### src/design/ddo_pkg.sv
// Shared types, constants and tables for the differential drive odometry block.
package ddo_pkg;

  localparam int CORDIC_STAGES = 24;

  localparam int IN_TDATA_W  = 96;
  localparam int OUT_TDATA_W = 176;
  localparam int OUT_TUSER_W = 2;
  localparam int CFG_DATA_W  = 32;

  localparam logic [7:0]  VALID_TAG   = 8'h95;
  localparam logic [33:0] CORDIC_GAIN = 34'd652032874;
  localparam logic [31:0] US_PER_S    = 32'd1000000;

  localparam logic CMD_SAMPLE = 1'b0;
  localparam logic CMD_RESET  = 1'b1;

  localparam logic CFG_DIST_PER_TICK    = 1'b0;
  localparam logic CFG_HEADING_PER_TICK = 1'b1;

  localparam logic [1:0] STAT_UPDATED = 2'd0;
  localparam logic [1:0] STAT_BAD_TAG = 2'd1;
  localparam logic [1:0] STAT_RESET   = 2'd2;
  localparam logic [1:0] STAT_UNUSED  = 2'd3;

  typedef enum logic [3:0] {
    S_IDLE,
    S_MUL_C,
    S_MUL_A,
    S_CORDIC,
    S_MUL_X,
    S_MUL_Y,
    S_MUL_LV,
    S_DIV_LV,
    S_MUL_AV,
    S_DIV_AV,
    S_DONE
  } ddo_state_t;

  function automatic logic [31:0] ddo_atan(input logic [4:0] i);
    logic [31:0] v;
    case (i)
      5'd0:  v = 32'h20000000;
      5'd1:  v = 32'h12E4051E;
      5'd2:  v = 32'h09FB385B;
      5'd3:  v = 32'h051111D4;
      5'd4:  v = 32'h028B0D43;
      5'd5:  v = 32'h0145D7E1;
      5'd6:  v = 32'h00A2F61E;
      5'd7:  v = 32'h00517C55;
      5'd8:  v = 32'h0028BE53;
      5'd9:  v = 32'h00145F2F;
      5'd10: v = 32'h000A2F98;
      5'd11: v = 32'h000517CC;
      5'd12: v = 32'h00028BE6;
      5'd13: v = 32'h000145F3;
      5'd14: v = 32'h0000A2FA;
      5'd15: v = 32'h0000517D;
      5'd16: v = 32'h000028BE;
      5'd17: v = 32'h0000145F;
      5'd18: v = 32'h00000A30;
      5'd19: v = 32'h00000518;
      5'd20: v = 32'h0000028C;
      5'd21: v = 32'h00000146;
      5'd22: v = 32'h000000A3;
      5'd23: v = 32'h00000051;
      5'd24: v = 32'h00000029;
      5'd25: v = 32'h00000014;
      5'd26: v = 32'h0000000A;
      5'd27: v = 32'h00000005;
      5'd28: v = 32'h00000003;
      5'd29: v = 32'h00000001;
      5'd30: v = 32'h00000001;
      default: v = 32'h00000000;
    endcase
    return v;
  endfunction

endpackage

### src/design/differential_drive_odometry.sv
// Differential drive wheel odometry: one sequencer around a shift-add multiplier,
// a CORDIC rotator and a restoring divider.
//
// For an encoder sample, the work is six 32-step shift-add multiplications,
// CORDIC_STAGES (24) CORDIC rotations and two 50-step restoring divisions, at
// one step per cycle. With zero elapsed time the velocity steps are skipped.
// For a reset command or a bad reply tag, out_tvalid rises in the cycle after
// the transfer. The result can be taken in the cycle it appears. The input is
// ready again in the cycle after the result has been taken.
module differential_drive_odometry (
  input  logic                              clk,
  input  logic                              rst_n,
  input  logic                              in_tvalid,
  output logic                              in_tready,
  // reply_tag[7:0], left_count[39:8], right_count[71:40], elapsed_us[95:72]
  input  logic [ddo_pkg::IN_TDATA_W-1:0]    in_tdata,
  // command
  input  logic                              in_tuser,
  output logic                              out_tvalid,
  input  logic                              out_tready,
  // pos_x[31:0], pos_y[63:32], heading[95:64], linear_velocity[127:96],
  // angular_velocity[175:128]
  output logic [ddo_pkg::OUT_TDATA_W-1:0]   out_tdata,
  // status
  output logic [ddo_pkg::OUT_TUSER_W-1:0]   out_tuser,
  input  logic                              cfg_wr_en,
  input  logic                              cfg_index,
  input  logic [ddo_pkg::CFG_DATA_W-1:0]    cfg_wdata
);
  import ddo_pkg::*;

  localparam int MW = 74;

  ddo_state_t state_r, state_nxt;

  logic [31:0] dpt_r, hpt_r;
  logic [31:0] prev_l_r, prev_l_nxt, prev_r_r, prev_r_nxt;
  logic [31:0] x_r, x_nxt, y_r, y_nxt, th_r, th_nxt;
  logic [1:0]  status_r, status_nxt;
  logic [31:0] lin_r, lin_nxt;
  logic [47:0] ang_r, ang_nxt;

  logic signed [32:0] sum_r, sum_nxt, diff_r, diff_nxt;
  logic [23:0] e_r, e_nxt;
  logic [63:0] cmag_r, cmag_nxt;
  logic [64:0] amag_r, amag_nxt;
  logic [31:0] hstep_r, hstep_nxt;
  logic        flip_r, flip_nxt;
  logic signed [33:0] cx_r, cx_nxt, cy_r, cy_nxt;
  logic signed [32:0] cz_r, cz_nxt;
  logic [31:0] c16_r, c16_nxt;
  logic        mneg_r, mneg_nxt;
  logic [MW-1:0] acc_r, acc_nxt, ma_r, ma_nxt;
  logic [31:0] mb_r, mb_nxt;
  logic [5:0]  cnt_r, cnt_nxt;
  logic [23:0] rem_r, rem_nxt;
  logic [49:0] dq_r, dq_nxt;
  logic        ovf_r, ovf_nxt;

  logic [7:0]  in_tag;
  logic [31:0] in_l, in_r, dl, dr;
  logic [23:0] in_e;
  logic [MW-1:0] acc_step;
  logic [24:0] rem2, rem_sub;
  logic        rem_ge;
  logic [23:0] rem_step;
  logic [49:0] dq_step;
  logic signed [33:0] dx, dy, cx_step, cy_step;
  logic signed [32:0] cz_step, atan_s;
  logic signed [33:0] cos_v, sin_v;
  logic [31:0] ang_w;
  logic        flip_w;
  logic        mul_last, cordic_last, div_last;
  logic [40:0] lv41;
  logic [32:0] lv;
  logic [48:0] av49;

  assign in_tag = in_tdata[7:0];
  assign in_l   = in_tdata[39:8];
  assign in_r   = in_tdata[71:40];
  assign in_e   = in_tdata[95:72];
  assign dl     = in_l - prev_l_r;
  assign dr     = in_r - prev_r_r;

  assign mul_last    = cnt_r == 6'd31;
  assign cordic_last = cnt_r == 6'(CORDIC_STAGES - 1);
  assign div_last    = cnt_r == 6'd49;

  assign acc_step = mb_r[0] ? acc_r + ma_r : acc_r;

  assign rem2     = {rem_r, dq_r[49]};
  assign rem_ge   = rem2 >= {1'b0, e_r};
  assign rem_sub  = rem2 - {1'b0, e_r};
  assign rem_step = rem_ge ? rem_sub[23:0] : rem2[23:0];
  assign dq_step  = {dq_r[48:0], rem_ge};

  assign dx      = cy_r >>> cnt_r[4:0];
  assign dy      = cx_r >>> cnt_r[4:0];
  assign atan_s  = $signed({1'b0, ddo_atan(cnt_r[4:0])});
  assign cx_step = cz_r[32] ? cx_r + dx : cx_r - dx;
  assign cy_step = cz_r[32] ? cy_r - dy : cy_r + dy;
  assign cz_step = cz_r[32] ? cz_r + atan_s : cz_r - atan_s;
  assign cos_v   = flip_r ? -cx_step : cx_step;
  assign sin_v   = flip_r ? -cy_r : cy_r;

  assign flip_w = th_r[31] ^ th_r[30];
  assign ang_w  = flip_w ? th_r + 32'h80000000 : th_r;

  assign lv41 = (ovf_r || dq_step > 50'h10000000000) ? 41'h10000000000 : dq_step[40:0];
  assign lv   = lv41[40:8];
  assign av49 = (ovf_r || dq_step > 50'h1000000000000) ? 49'h1000000000000 : dq_step[48:0];

  function automatic logic [32:0] abs33(input logic signed [32:0] v);
    return v[32] ? 33'(~v + 33'd1) : 33'(v);
  endfunction

  function automatic logic [31:0] abs34(input logic signed [33:0] v);
    logic [33:0] m;
    m = v[33] ? 34'(~v + 34'd1) : 34'(v);
    return m[31:0];
  endfunction

  function automatic logic [53:0] clamp54(input logic [64:0] v);
    return (v[64:53] != 12'd0) ? 54'h20000000000000 : v[53:0];
  endfunction

  function automatic logic [31:0] pos_add(input logic [31:0] p, input logic [63:0] prod,
                                          input logic neg);
    logic signed [65:0] sp, dlt, s;
    logic [31:0] res;
    sp  = neg ? -$signed({2'b00, prod}) : $signed({2'b00, prod});
    dlt = sp >>> 30;
    s   = $signed({{34{p[31]}}, p}) + dlt;
    if (s > 66'sh7FFFFFFF) begin
      res = 32'h7FFFFFFF;
    end else if (s < -66'sh80000000) begin
      res = 32'h80000000;
    end else begin
      res = s[31:0];
    end
    return res;
  endfunction

  // next state
  always_comb begin
    state_nxt = state_r;
    case (state_r)
      S_IDLE: begin
        if (in_tvalid) begin
          if (in_tuser == CMD_RESET || in_tag != VALID_TAG) begin
            state_nxt = S_DONE;
          end else begin
            state_nxt = S_MUL_C;
          end
        end
      end
      S_MUL_C:  if (mul_last) state_nxt = S_MUL_A;
      S_MUL_A:  if (mul_last) state_nxt = S_CORDIC;
      S_CORDIC: if (cordic_last) state_nxt = S_MUL_X;
      S_MUL_X:  if (mul_last) state_nxt = S_MUL_Y;
      S_MUL_Y:  if (mul_last) state_nxt = (e_r == 24'd0) ? S_DONE : S_MUL_LV;
      S_MUL_LV: if (mul_last) state_nxt = S_DIV_LV;
      S_DIV_LV: if (div_last) state_nxt = S_MUL_AV;
      S_MUL_AV: if (mul_last) state_nxt = S_DIV_AV;
      S_DIV_AV: if (div_last) state_nxt = S_DONE;
      S_DONE:   if (out_tready) state_nxt = S_IDLE;
      default:  state_nxt = S_IDLE;
    endcase
  end

  // handshake outputs
  always_comb begin
    in_tready  = state_r == S_IDLE;
    out_tvalid = state_r == S_DONE;
    out_tdata  = {ang_r, lin_r, th_r, y_r, x_r};
    out_tuser  = status_r;
  end

  // datapath
  always_comb begin
    prev_l_nxt = prev_l_r;
    prev_r_nxt = prev_r_r;
    x_nxt      = x_r;
    y_nxt      = y_r;
    th_nxt     = th_r;
    status_nxt = status_r;
    lin_nxt    = lin_r;
    ang_nxt    = ang_r;
    sum_nxt    = sum_r;
    diff_nxt   = diff_r;
    e_nxt      = e_r;
    cmag_nxt   = cmag_r;
    amag_nxt   = amag_r;
    hstep_nxt  = hstep_r;
    flip_nxt   = flip_r;
    cx_nxt     = cx_r;
    cy_nxt     = cy_r;
    cz_nxt     = cz_r;
    c16_nxt    = c16_r;
    mneg_nxt   = mneg_r;
    acc_nxt    = acc_step;
    ma_nxt     = {ma_r[MW-2:0], 1'b0};
    mb_nxt     = {1'b0, mb_r[31:1]};
    cnt_nxt    = cnt_r + 6'd1;
    rem_nxt    = rem_step;
    dq_nxt     = dq_step;
    ovf_nxt    = ovf_r;
    case (state_r)
      S_IDLE: begin
        lin_nxt = 32'd0;
        ang_nxt = 48'd0;
        if (in_tuser == CMD_RESET) begin
          prev_l_nxt = 32'd0;
          prev_r_nxt = 32'd0;
          x_nxt      = 32'd0;
          y_nxt      = 32'd0;
          th_nxt     = 32'd0;
          status_nxt = STAT_RESET;
        end else if (in_tag != VALID_TAG) begin
          status_nxt = STAT_BAD_TAG;
        end else begin
          status_nxt = STAT_UPDATED;
          sum_nxt    = $signed({dl[31], dl}) + $signed({dr[31], dr});
          diff_nxt   = $signed({dr[31], dr}) - $signed({dl[31], dl});
          e_nxt      = in_e;
        end
        if (in_tvalid && in_tuser == CMD_SAMPLE && in_tag == VALID_TAG) begin
          prev_l_nxt = in_l;
          prev_r_nxt = in_r;
        end
        acc_nxt = '0;
        ma_nxt  = MW'(abs33($signed({dl[31], dl}) + $signed({dr[31], dr})));
        mb_nxt  = dpt_r;
        cnt_nxt = 6'd0;
      end
      S_MUL_C: begin
        if (mul_last) begin
          cmag_nxt = acc_step[64:1];
          acc_nxt  = '0;
          ma_nxt   = MW'(abs33(diff_r));
          mb_nxt   = hpt_r;
          cnt_nxt  = 6'd0;
        end
      end
      S_MUL_A: begin
        if (mul_last) begin
          amag_nxt  = acc_step[64:0];
          hstep_nxt = diff_r[32] ? 32'(~acc_step[31:0] + 32'd1) : acc_step[31:0];
          flip_nxt  = flip_w;
          cx_nxt    = $signed(CORDIC_GAIN);
          cy_nxt    = '0;
          cz_nxt    = $signed({ang_w[31], ang_w});
          cnt_nxt   = 6'd0;
        end
      end
      S_CORDIC: begin
        cx_nxt = cx_step;
        cy_nxt = cy_step;
        cz_nxt = cz_step;
        if (cordic_last) begin
          th_nxt   = th_r + hstep_r;
          c16_nxt  = (cmag_r[63:40] != 24'd0) ? 32'hFFFFFFFF : cmag_r[39:8];
          mneg_nxt = sum_r[32] ^ cos_v[33];
          acc_nxt  = '0;
          ma_nxt   = MW'((cmag_r[63:40] != 24'd0) ? 32'hFFFFFFFF : cmag_r[39:8]);
          mb_nxt   = abs34(cos_v);
          cnt_nxt  = 6'd0;
        end
      end
      S_MUL_X: begin
        if (mul_last) begin
          x_nxt    = pos_add(x_r, acc_step[63:0], mneg_r);
          mneg_nxt = sum_r[32] ^ sin_v[33];
          acc_nxt  = '0;
          ma_nxt   = MW'(c16_r);
          mb_nxt   = abs34(sin_v);
          cnt_nxt  = 6'd0;
        end
      end
      S_MUL_Y: begin
        if (mul_last) begin
          y_nxt   = pos_add(y_r, acc_step[63:0], mneg_r);
          acc_nxt = '0;
          ma_nxt  = MW'(clamp54({1'b0, cmag_r}));
          mb_nxt  = US_PER_S;
          cnt_nxt = 6'd0;
        end
      end
      S_MUL_LV, S_MUL_AV: begin
        if (mul_last) begin
          ovf_nxt = acc_step[73:50] >= e_r;
          rem_nxt = acc_step[73:50];
          dq_nxt  = acc_step[49:0];
          cnt_nxt = 6'd0;
        end
      end
      S_DIV_LV: begin
        if (div_last) begin
          if (!sum_r[32]) begin
            lin_nxt = (lv > 33'h07FFFFFFF) ? 32'h7FFFFFFF : lv[31:0];
          end else begin
            lin_nxt = (lv > 33'h080000000) ? 32'h80000000 : 32'(~lv[31:0] + 32'd1);
          end
          acc_nxt = '0;
          ma_nxt  = MW'(clamp54(amag_r));
          mb_nxt  = US_PER_S;
          cnt_nxt = 6'd0;
        end
      end
      S_DIV_AV: begin
        if (div_last) begin
          if (!diff_r[32]) begin
            ang_nxt = (av49 > 49'h07FFFFFFFFFFF) ? 48'h7FFFFFFFFFFF : av49[47:0];
          end else begin
            ang_nxt = (av49 > 49'h0800000000000) ? 48'h800000000000
                                                 : 48'(~av49[47:0] + 48'd1);
          end
        end
      end
      default: begin
      end
    endcase
  end

  always_ff @(posedge clk) begin
    if (!rst_n) begin
      state_r  <= S_IDLE;
      dpt_r    <= '0;
      hpt_r    <= '0;
      prev_l_r <= '0;
      prev_r_r <= '0;
      x_r      <= '0;
      y_r      <= '0;
      th_r     <= '0;
      status_r <= STAT_UPDATED;
      lin_r    <= '0;
      ang_r    <= '0;
    end else begin
      state_r <= state_nxt;
      if (cfg_wr_en && cfg_index == CFG_DIST_PER_TICK) begin
        dpt_r <= cfg_wdata;
      end
      if (cfg_wr_en && cfg_index == CFG_HEADING_PER_TICK) begin
        hpt_r <= cfg_wdata;
      end
      if (state_r != S_IDLE || in_tvalid) begin
        prev_l_r <= prev_l_nxt;
        prev_r_r <= prev_r_nxt;
        x_r      <= x_nxt;
        y_r      <= y_nxt;
        th_r     <= th_nxt;
        status_r <= status_nxt;
        lin_r    <= lin_nxt;
        ang_r    <= ang_nxt;
      end
    end
  end

  always_ff @(posedge clk) begin
    sum_r   <= sum_nxt;
    diff_r  <= diff_nxt;
    e_r     <= e_nxt;
    cmag_r  <= cmag_nxt;
    amag_r  <= amag_nxt;
    hstep_r <= hstep_nxt;
    flip_r  <= flip_nxt;
    cx_r    <= cx_nxt;
    cy_r    <= cy_nxt;
    cz_r    <= cz_nxt;
    c16_r   <= c16_nxt;
    mneg_r  <= mneg_nxt;
    acc_r   <= acc_nxt;
    ma_r    <= ma_nxt;
    mb_r    <= mb_nxt;
    cnt_r   <= cnt_nxt;
    rem_r   <= rem_nxt;
    dq_r    <= dq_nxt;
    ovf_r   <= ovf_nxt;
  end

endmodule

### config.mk
export PLATFORM = sky130hd
export DESIGN_NAME = differential_drive_odometry
export DESIGN_NICKNAME = d
export VERILOG_FILES = /design/src/design/ddo_pkg.sv /design/src/design/differential_drive_odometry.sv
export SDC_FILE = /design/constraint.sdc
export NUM_CORES = 2
export LEC_CHECK = 0
export BUFFER_PORTS_ARGS = -buffer_cell sky130_fd_sc_hd__buf_2
export CAP_MARGIN = 40
export CORE_MARGIN = 5
export CORE_UTILIZATION = 40
export CTS_BUF_LIST = sky130_fd_sc_hd__clkbuf_8
export DETAILED_ROUTE_END_ITERATION = 10
export GPL_ROUTABILITY_DRIVEN = 0
export MAX_ROUTING_LAYER = met4
export PLACE_DENSITY_LB_ADDON = 0.12
export SETUP_SLACK_MARGIN = 0.15
export SLEW_MARGIN = 10
export SYNTH_ARGS = -nofsm -noshare
export SYNTH_HDL_FRONTEND = slang
export SYNTH_SLANG_ARGS = --single-unit
### constraint.sdc
create_clock -name clk -period 19.65 [get_ports clk]
set_input_delay 1.965 -clock clk [delete_from_list [all_inputs] [get_ports clk]]
set_output_delay 1.965 -clock clk [all_outputs]
set_load 0.005 [all_outputs]
### Yosys cells after proc, flatten, opt, wreduce, memory -nomap -nowiden

Memories as Yosys holds them, arrays and structs flattened. A register that Yosys moved wholly into a read port is not among the register bits.
Cells that the tools add are included.

| word-level totals | value |
|---|---|
| output and inout port bits | 180 |
| input port bits | 135 |
| logic and storage cells | 243 |
| memories | 1 |
| memory bits (read-only) | 960 |
| bits in registers | 957 |

Memory list:

| memory | depth | width | rd ports | clocked after Yosys merged registers in | write ports | line | source |
|---|---|---|---|---|---|---|---|
| (no name shown) | 32 | 30 | 1 | 1 | 0 | ddo_pkg.sv:42 | `case (i)` |

| cells by class | value |
|---|---|
| magnitude comparators | 12 |
| muxes and demuxes | 91 |
| shifts and indexed selects | 2 |
| add/sub/neg operators | 27 |
| bitwise logic cells | 13 |
| reductions and logical operators | 40 |
| equal/unequal tests | 27 |

Operator list:

| kind | count |
|---|---|
| $mux W32 | 22 |
| $mux W74 | 9 |
| $pmux W74 S6 | 1 |
| $pmux W74 S4 | 1 |
| $pmux W32 S2 | 4 |
| $mux W34 | 6 |
| $mux W48 | 4 |
| $pmux W32 S6 | 1 |
| $pmux W34 S2 | 2 |
| $mux W33 | 4 |
| $add A32 B1 Y32 const B | 4 |
| $not A32 Y32 | 4 |
| $mux W54 | 2 |
| $mux W50 | 2 |
| $pmux W48 S2 | 1 |
| $add A32 B36 Y37 | 2 |
| $add A74 B74 Y74 | 1 |
| $gt A37 B32 Y1 const B | 2 |
| $lt A37 B32 Y1 const B | 2 |
| $mux W24 | 3 |
| $add A34 B34 Y34 | 2 |
| $neg A34 Y34 | 2 |
| $sshr A34 B5 Y34 | 2 |
| $sub A34 B34 Y34 | 2 |
| other kinds (62) | 127 |

### Logic depth before layout (Yosys ltp)

| depth | value |
|---|---|
| depth in word-level cells | 10 |
| gate-level depth with buffers | 35 |
| gate-level depth less buffers | 33 |

### Worst setup path before layout

OpenSTA, ideal clock, no wires.

| path | value |
|---|---|
| path kind | reg2reg |
| start | register cnt_r[4] |
| end | register cx_r[0], enable pin |
| arrival time | 13.747 ns |
| data required time | 19.233 ns |
| cell stages (with the launch flop) | 13 |
| setup time | 0.417 ns |
| setup slack | 5.486 ns |
| buffers on the path | 7 |
| period minus slack after synthesis | 14.164 ns |
| cell sequence | dfxtp_1 -> clkbuf_1 -> clkbuf_1 -> clkbuf_1 -> clkbuf_1 -> nand2_1 -> nor2_1 -> nand2_1 -> clkbuf_1 -> clkbuf_1 -> clkbuf_1 -> nor4_1 -> or2_2 |

| on the way | value |
|---|---|
| cells in the longest elaborated chain, start to end | 3 |

Ends and longest elaborated chain:

| what | line | source |
|---|---|---|
| start: declaration | differential_drive_odometry.sv:55 | `logic [5:0] cnt_r, cnt_nxt;` |
| start signal: assignment | differential_drive_odometry.sv:375 | `cnt_r <= cnt_nxt;` |
| $eq A6 B5 Y1 | differential_drive_odometry.sv:85 | `assign mul_last = cnt_r == 6'd31;` |
| $ne A2 B2 Y1 (no source line) | -- |  |
| $reduce_and A2 Y1 (no source line) | -- |  |
| end signal: assignment | differential_drive_odometry.sv:367 | `cx_r <= cx_nxt;` |
| end: declaration | differential_drive_odometry.sv:49 | `logic signed [33:0] cx_r, cx_nxt, cy_r, cy_nxt;` |

No other way between the ends.
A chain may end at the register's enable or synchronous reset.

### Worst setup path in the final report

| path | value |
|---|---|
| start | register mb_r[0] |
| end | register x_r[9] |

| on the way | value |
|---|---|
| cells in the longest elaborated chain, start to end | 9 |
| elaborated cells between the ends (all ways) | 10 |
| classes of those cells | 2 x add/sub; 2 x order compare; 6 x mux |

Ends and longest elaborated chain:

| what | line | source |
|---|---|---|
| start: declaration | differential_drive_odometry.sv:54 | `logic [31:0] mb_r, mb_nxt;` |
| start signal: assignment | differential_drive_odometry.sv:374 | `mb_r <= mb_nxt;` |
| $mux W74 (*) | differential_drive_odometry.sv:89 | `assign acc_step = mb_r[0] ? acc_r + ma_r : acc_r;` |
| $neg A64 Y66 | differential_drive_odometry.sv:131 | `sp = neg ? -$signed({2'b00, prod}) : $signed({2'b00, prod});` |
| $mux W66 (*) | differential_drive_odometry.sv:131 |  |
| $add A32 B36 Y37 (*) | differential_drive_odometry.sv:133 | `s = $signed({{34{p[31]}}, p}) + dlt;` |
| $lt A37 B32 Y1 | differential_drive_odometry.sv:136 | `end else if (s < -66'sh80000000) begin` |
| $mux W32 | differential_drive_odometry.sv:136 |  |
| $mux W32 (*) | differential_drive_odometry.sv:134 | `if (s > 66'sh7FFFFFFF) begin` |
| $mux W32 (*) | differential_drive_odometry.sv:271 | `if (mul_last) begin` |
| $pmux W32 S2 (*) | differential_drive_odometry.sv:208 | `case (state_r)` |
| end signal: assignment | differential_drive_odometry.sv:349 | `x_r <= x_nxt;` |
| end: declaration | differential_drive_odometry.sv:38 | `logic [31:0] x_r, x_nxt, y_r, y_nxt, th_r, th_nxt;` |

Every way passes the cells marked *; elsewhere a longest branch is shown, timed or not. The select of a mux whose other input is x is not followed.

==> run summary <==
Status: complete, no violations
TritonCTS clock tree: yes
Number of buffers added on ports: 314
WP data required: 20.42 ns
Post-synth cell types: 120
Core Area: 181000 um^2
Gr ovfl total: 0
Clk buf depth: 3
Worst Hold Class: register to register
CP max-delay cell: a21oi_1
CTS Buf Count: 179
Slew headroom: 36.3%
Clk_lat worst skew: 0.95 ns
Post-CTS Resized: 0
Final worst-path cycle share: 51.2%
Area after DPL: 76500 um^2
Netlist Area Pre-Place: 72700 um^2
Num ports: 315
Critical Path Source: mb_r[0]$_DFF_P_
Clock-pin slew on the worst setup and hold paths: 0.06 ns
Worst r2r path cells: 32
Synth top area share: 16.5%
First-pass GRT wire length: 398000 um
Vias: 68800
WL/cell: 23.0 um
Gr usage total: 27.2%
Final HPWL DP: 198000 um
Synth Area per Inst: 8.23 um^2
Tmin final: 10.06 ns
Worst vdd ir: 0.151 mV
Final setup violation count: 0
Setup Total Neg Slack: 0 ns
Final Hold Fails: 0
Min-delay src: mb_r[2]$_DFF_P_
Number of post-CTS setup repair buffers: 0
Reg2Reg Setup Slack: 9.59 ns
Highest clock rate: 99.4 MHz
RSZ-0062 raised after global routing: false
Largest net degree at the start of global routing: 74
Max-cap viol count: 0
Setup crit end kind: register
EDFF count, synth: 354
FILL cells: 18100
WHS: 0.424 ns
WHS Endpoint: mb_r[1]$_DFF_P_
H-tree level count: 4
Crit path max-delay family: compound AO/OA/AOI/OAI gates
Die X-Extent: 436 um
CP Launch Type: register
Ys async rst share: 0%
Vias per std cell: 5.99
Static leakage: 0.0329 uW
Buf/Inv on CP: 4
DRC: 0
Area contributors post-synth: dfxtp_1, edfxtp_1, ha_1, a21oi_1, xnor2_1
Initial DRC count: 6697
CP Class: register to register
Vias in the first global route: 65200
Worst r2r src: mb_r[0]$_DFF_P_
CP most frequent cell: a21oi_1
Fin nets: 9568
Cells after synthesis: 8835
P&R area growth vs syn: 10.6%
Final ANT Viol Nets: 0
Synthesized flop and latch total: 954
Worst hold stages: 2
Share of cells above drive strength 1: 10.9%
Drt first pass iters: 8
Total wire length: 264000 um
Worst stage delay on the critical path: 0.64 ns
Sequential share of the synthesized area: 31.1%
Starting Density: 40.2%
Syn. warnings: 0
Antenna violations before repair: 6
Die area: 190000 um^2
Clock root buffer: clkbuf_8
Synth Flop Type: dfxtp_1
Row cnt: 156
Post-synth top area cell: dfxtp_1
CTS Sinks: 954
Post-Syn Nets: 9452
Cell area after layout: 80400 um^2
Least-Margin Pin Slew: 0.949 ns
Slew Viols, Final: 0
Critical R2R Capture: x_r[9]$_SDFFE_PN0P_
Max Clock Skew: 0.0631 ns
Die height: 436 um
Critical Path Fanout Max: 46
PwrDens: 136 nW/um^2
WP data arrival: 10.83 ns
Hold_buf cts: 0
-- power breakdown --
| group | leakage, uW | total (uW) | switching [uW] | internal, uW |
|---|---|---|---|---|
| Sequential | 0.00798 | 2740 | 379 | 2360 |
| Clock | 0.00217 | 2090 | 952 | 1140 |
| Combinational | 0.0227 | 6070 | 3870 | 2200 |
-- logic make-up after synthesis --
group           synth area share, %
fa+ha+maj                      8.42
mux                            4.10
buf+inv                        4.82
flops                          31.1
xor+xnor                       8.13
simple gates                   18.4
compound gates                 25.0
-- metal layers --
layer	share of wire (%)	routed length, um	track usage [%]	vias to the layer above
li1	-	-	-	32600
met1	42	112000	34.4	32800
met2	45	119000	42.6	2735
met3	7.2	19100	4.78	661
met4	5.4	14200	12.6	0
met5	0	0	-	-
-- registers in the layout, summed over array words and instances, names as in the netlist, 33 cells and up --
name    flops
cx_r       34
cy_r       34
cz_r       33
amag_r     65
cmag_r     64
diff_r     33
acc_r      74
ang_r      48
dq_r       50
ma_r       74
-- final cells by class --
| class | instances | area (um^2) | share of cell area (%) |
|---|---|---|---|
| diodes | 9 | 22.5 | 0.0280 |
| clock buffers | 217 | 2990 | 3.72 |
| clock inverters | 115 | 816 | 1.01 |
| inverters | 407 | 1530 | 1.91 |
| multi-input cells | 6965 | 46700 | 58.1 |
| flip-flops and latches | 954 | 22700 | 28.2 |
| well taps | 2370 | 2970 | 3.69 |
| repair buffers | 444 | 2690 | 3.34 |
-- layout by cell type, fill, tap and decap left out, drive strengths merged, types with 91 or more instances in the layout --
cell type  count
nor2b         93
nand2b       125
nand3        159
and2          91
clkbuf       217
xnor2        429
nand2        808
a21o         209
o211ai        98
a21oi        846
o21a          92
edfxtp       354
xor2         244
or3          116
inv          465
nor2         807
nor3         205
buf          443
dfxtp        600
a31oi        123
mux2i        107
ha           470
o21ai        571
-- synth_stat cells, types with 26 or more instances --
cell / number
ha_1: 470
dfxtp_1: 600
nand2_1: 808
edfxtp_1: 354
o21ai_0: 545
inv_1: 399
and2_1: 89
mux2i_1: 106
o22ai_1: 60
a211oi_1: 77
o211ai_1: 94
a21o_1: 209
buf_1: 60
nor3b_1: 28
buf_2: 38
nor2b_1: 93
a41oi_1: 26
a22o_1: 85
clkbuf_1: 404
xor2_1: 244
a221o_1: 38
mux2_2: 51
a22oi_1: 53
nor2_1: 806
or3_1: 112
or4_1: 30
a221oi_1: 76
nand4_1: 81
o21bai_1: 58
nor3_1: 204
mux4_2: 59
a21oi_1: 845
a31oi_1: 122
o21a_1: 92
o31ai_1: 65
xnor2_1: 427
or2_2: 47
o21ai_1: 26
nand2b_1: 124
nor4_1: 55
and3_1: 79
nand3_1: 158
-- worst max path at each step --
stage | endpoint | slack [ns] | depth (start not counted)
final | x_r[9]$_SDFFE_PN0P_ | 9.59 | 32
after global routing | y_r[15]$_SDFFE_PN0P_ | 9.21 | 28
after CTS | x_r[7]$_SDFFE_PN0P_ | 9.85 | 32
after detailed placement | x_r[7]$_SDFFE_PN0P_ | 9.88 | 32
after global placement | x_r[3]$_SDFFE_PN0P_ | 9.98 | 31
after floorplan | cx_r[0]$_SDFFCE_PN0P_ | 5.49 | 12
-- worst reg2reg max path: cells and delay by family (launching register included) --
kind,cells,cell delay [ns]
flip-flops,1,0.53
adder cells (fa/ha/maj),1,0.35
AND/OR/NAND/NOR,10,3.35
XOR/XNOR,1,0.20
buffers and inverters,4,1.28
multiplexers,1,0.27
AO/OA/AOI/OAI,15,3.91
-- stage by stage --
stage | util, % | worst slack [ns] | std cells | power (uW)
2_1_floorplan | - | 5.49 | 8835 | 6890
3_3_place_gp | 42.2 | 9.98 | 11100 | 8620
3_5_place_dp | 42.3 | 9.88 | 11100 | 8680
4_1_cts | 44.4 | 9.85 | 11500 | 10800
5_1_grt | 44.5 | 9.21 | 11500 | 11600
6_report | 44.5 | 9.59 | 11500 | 10900
(Power assumes the default switching activity.)
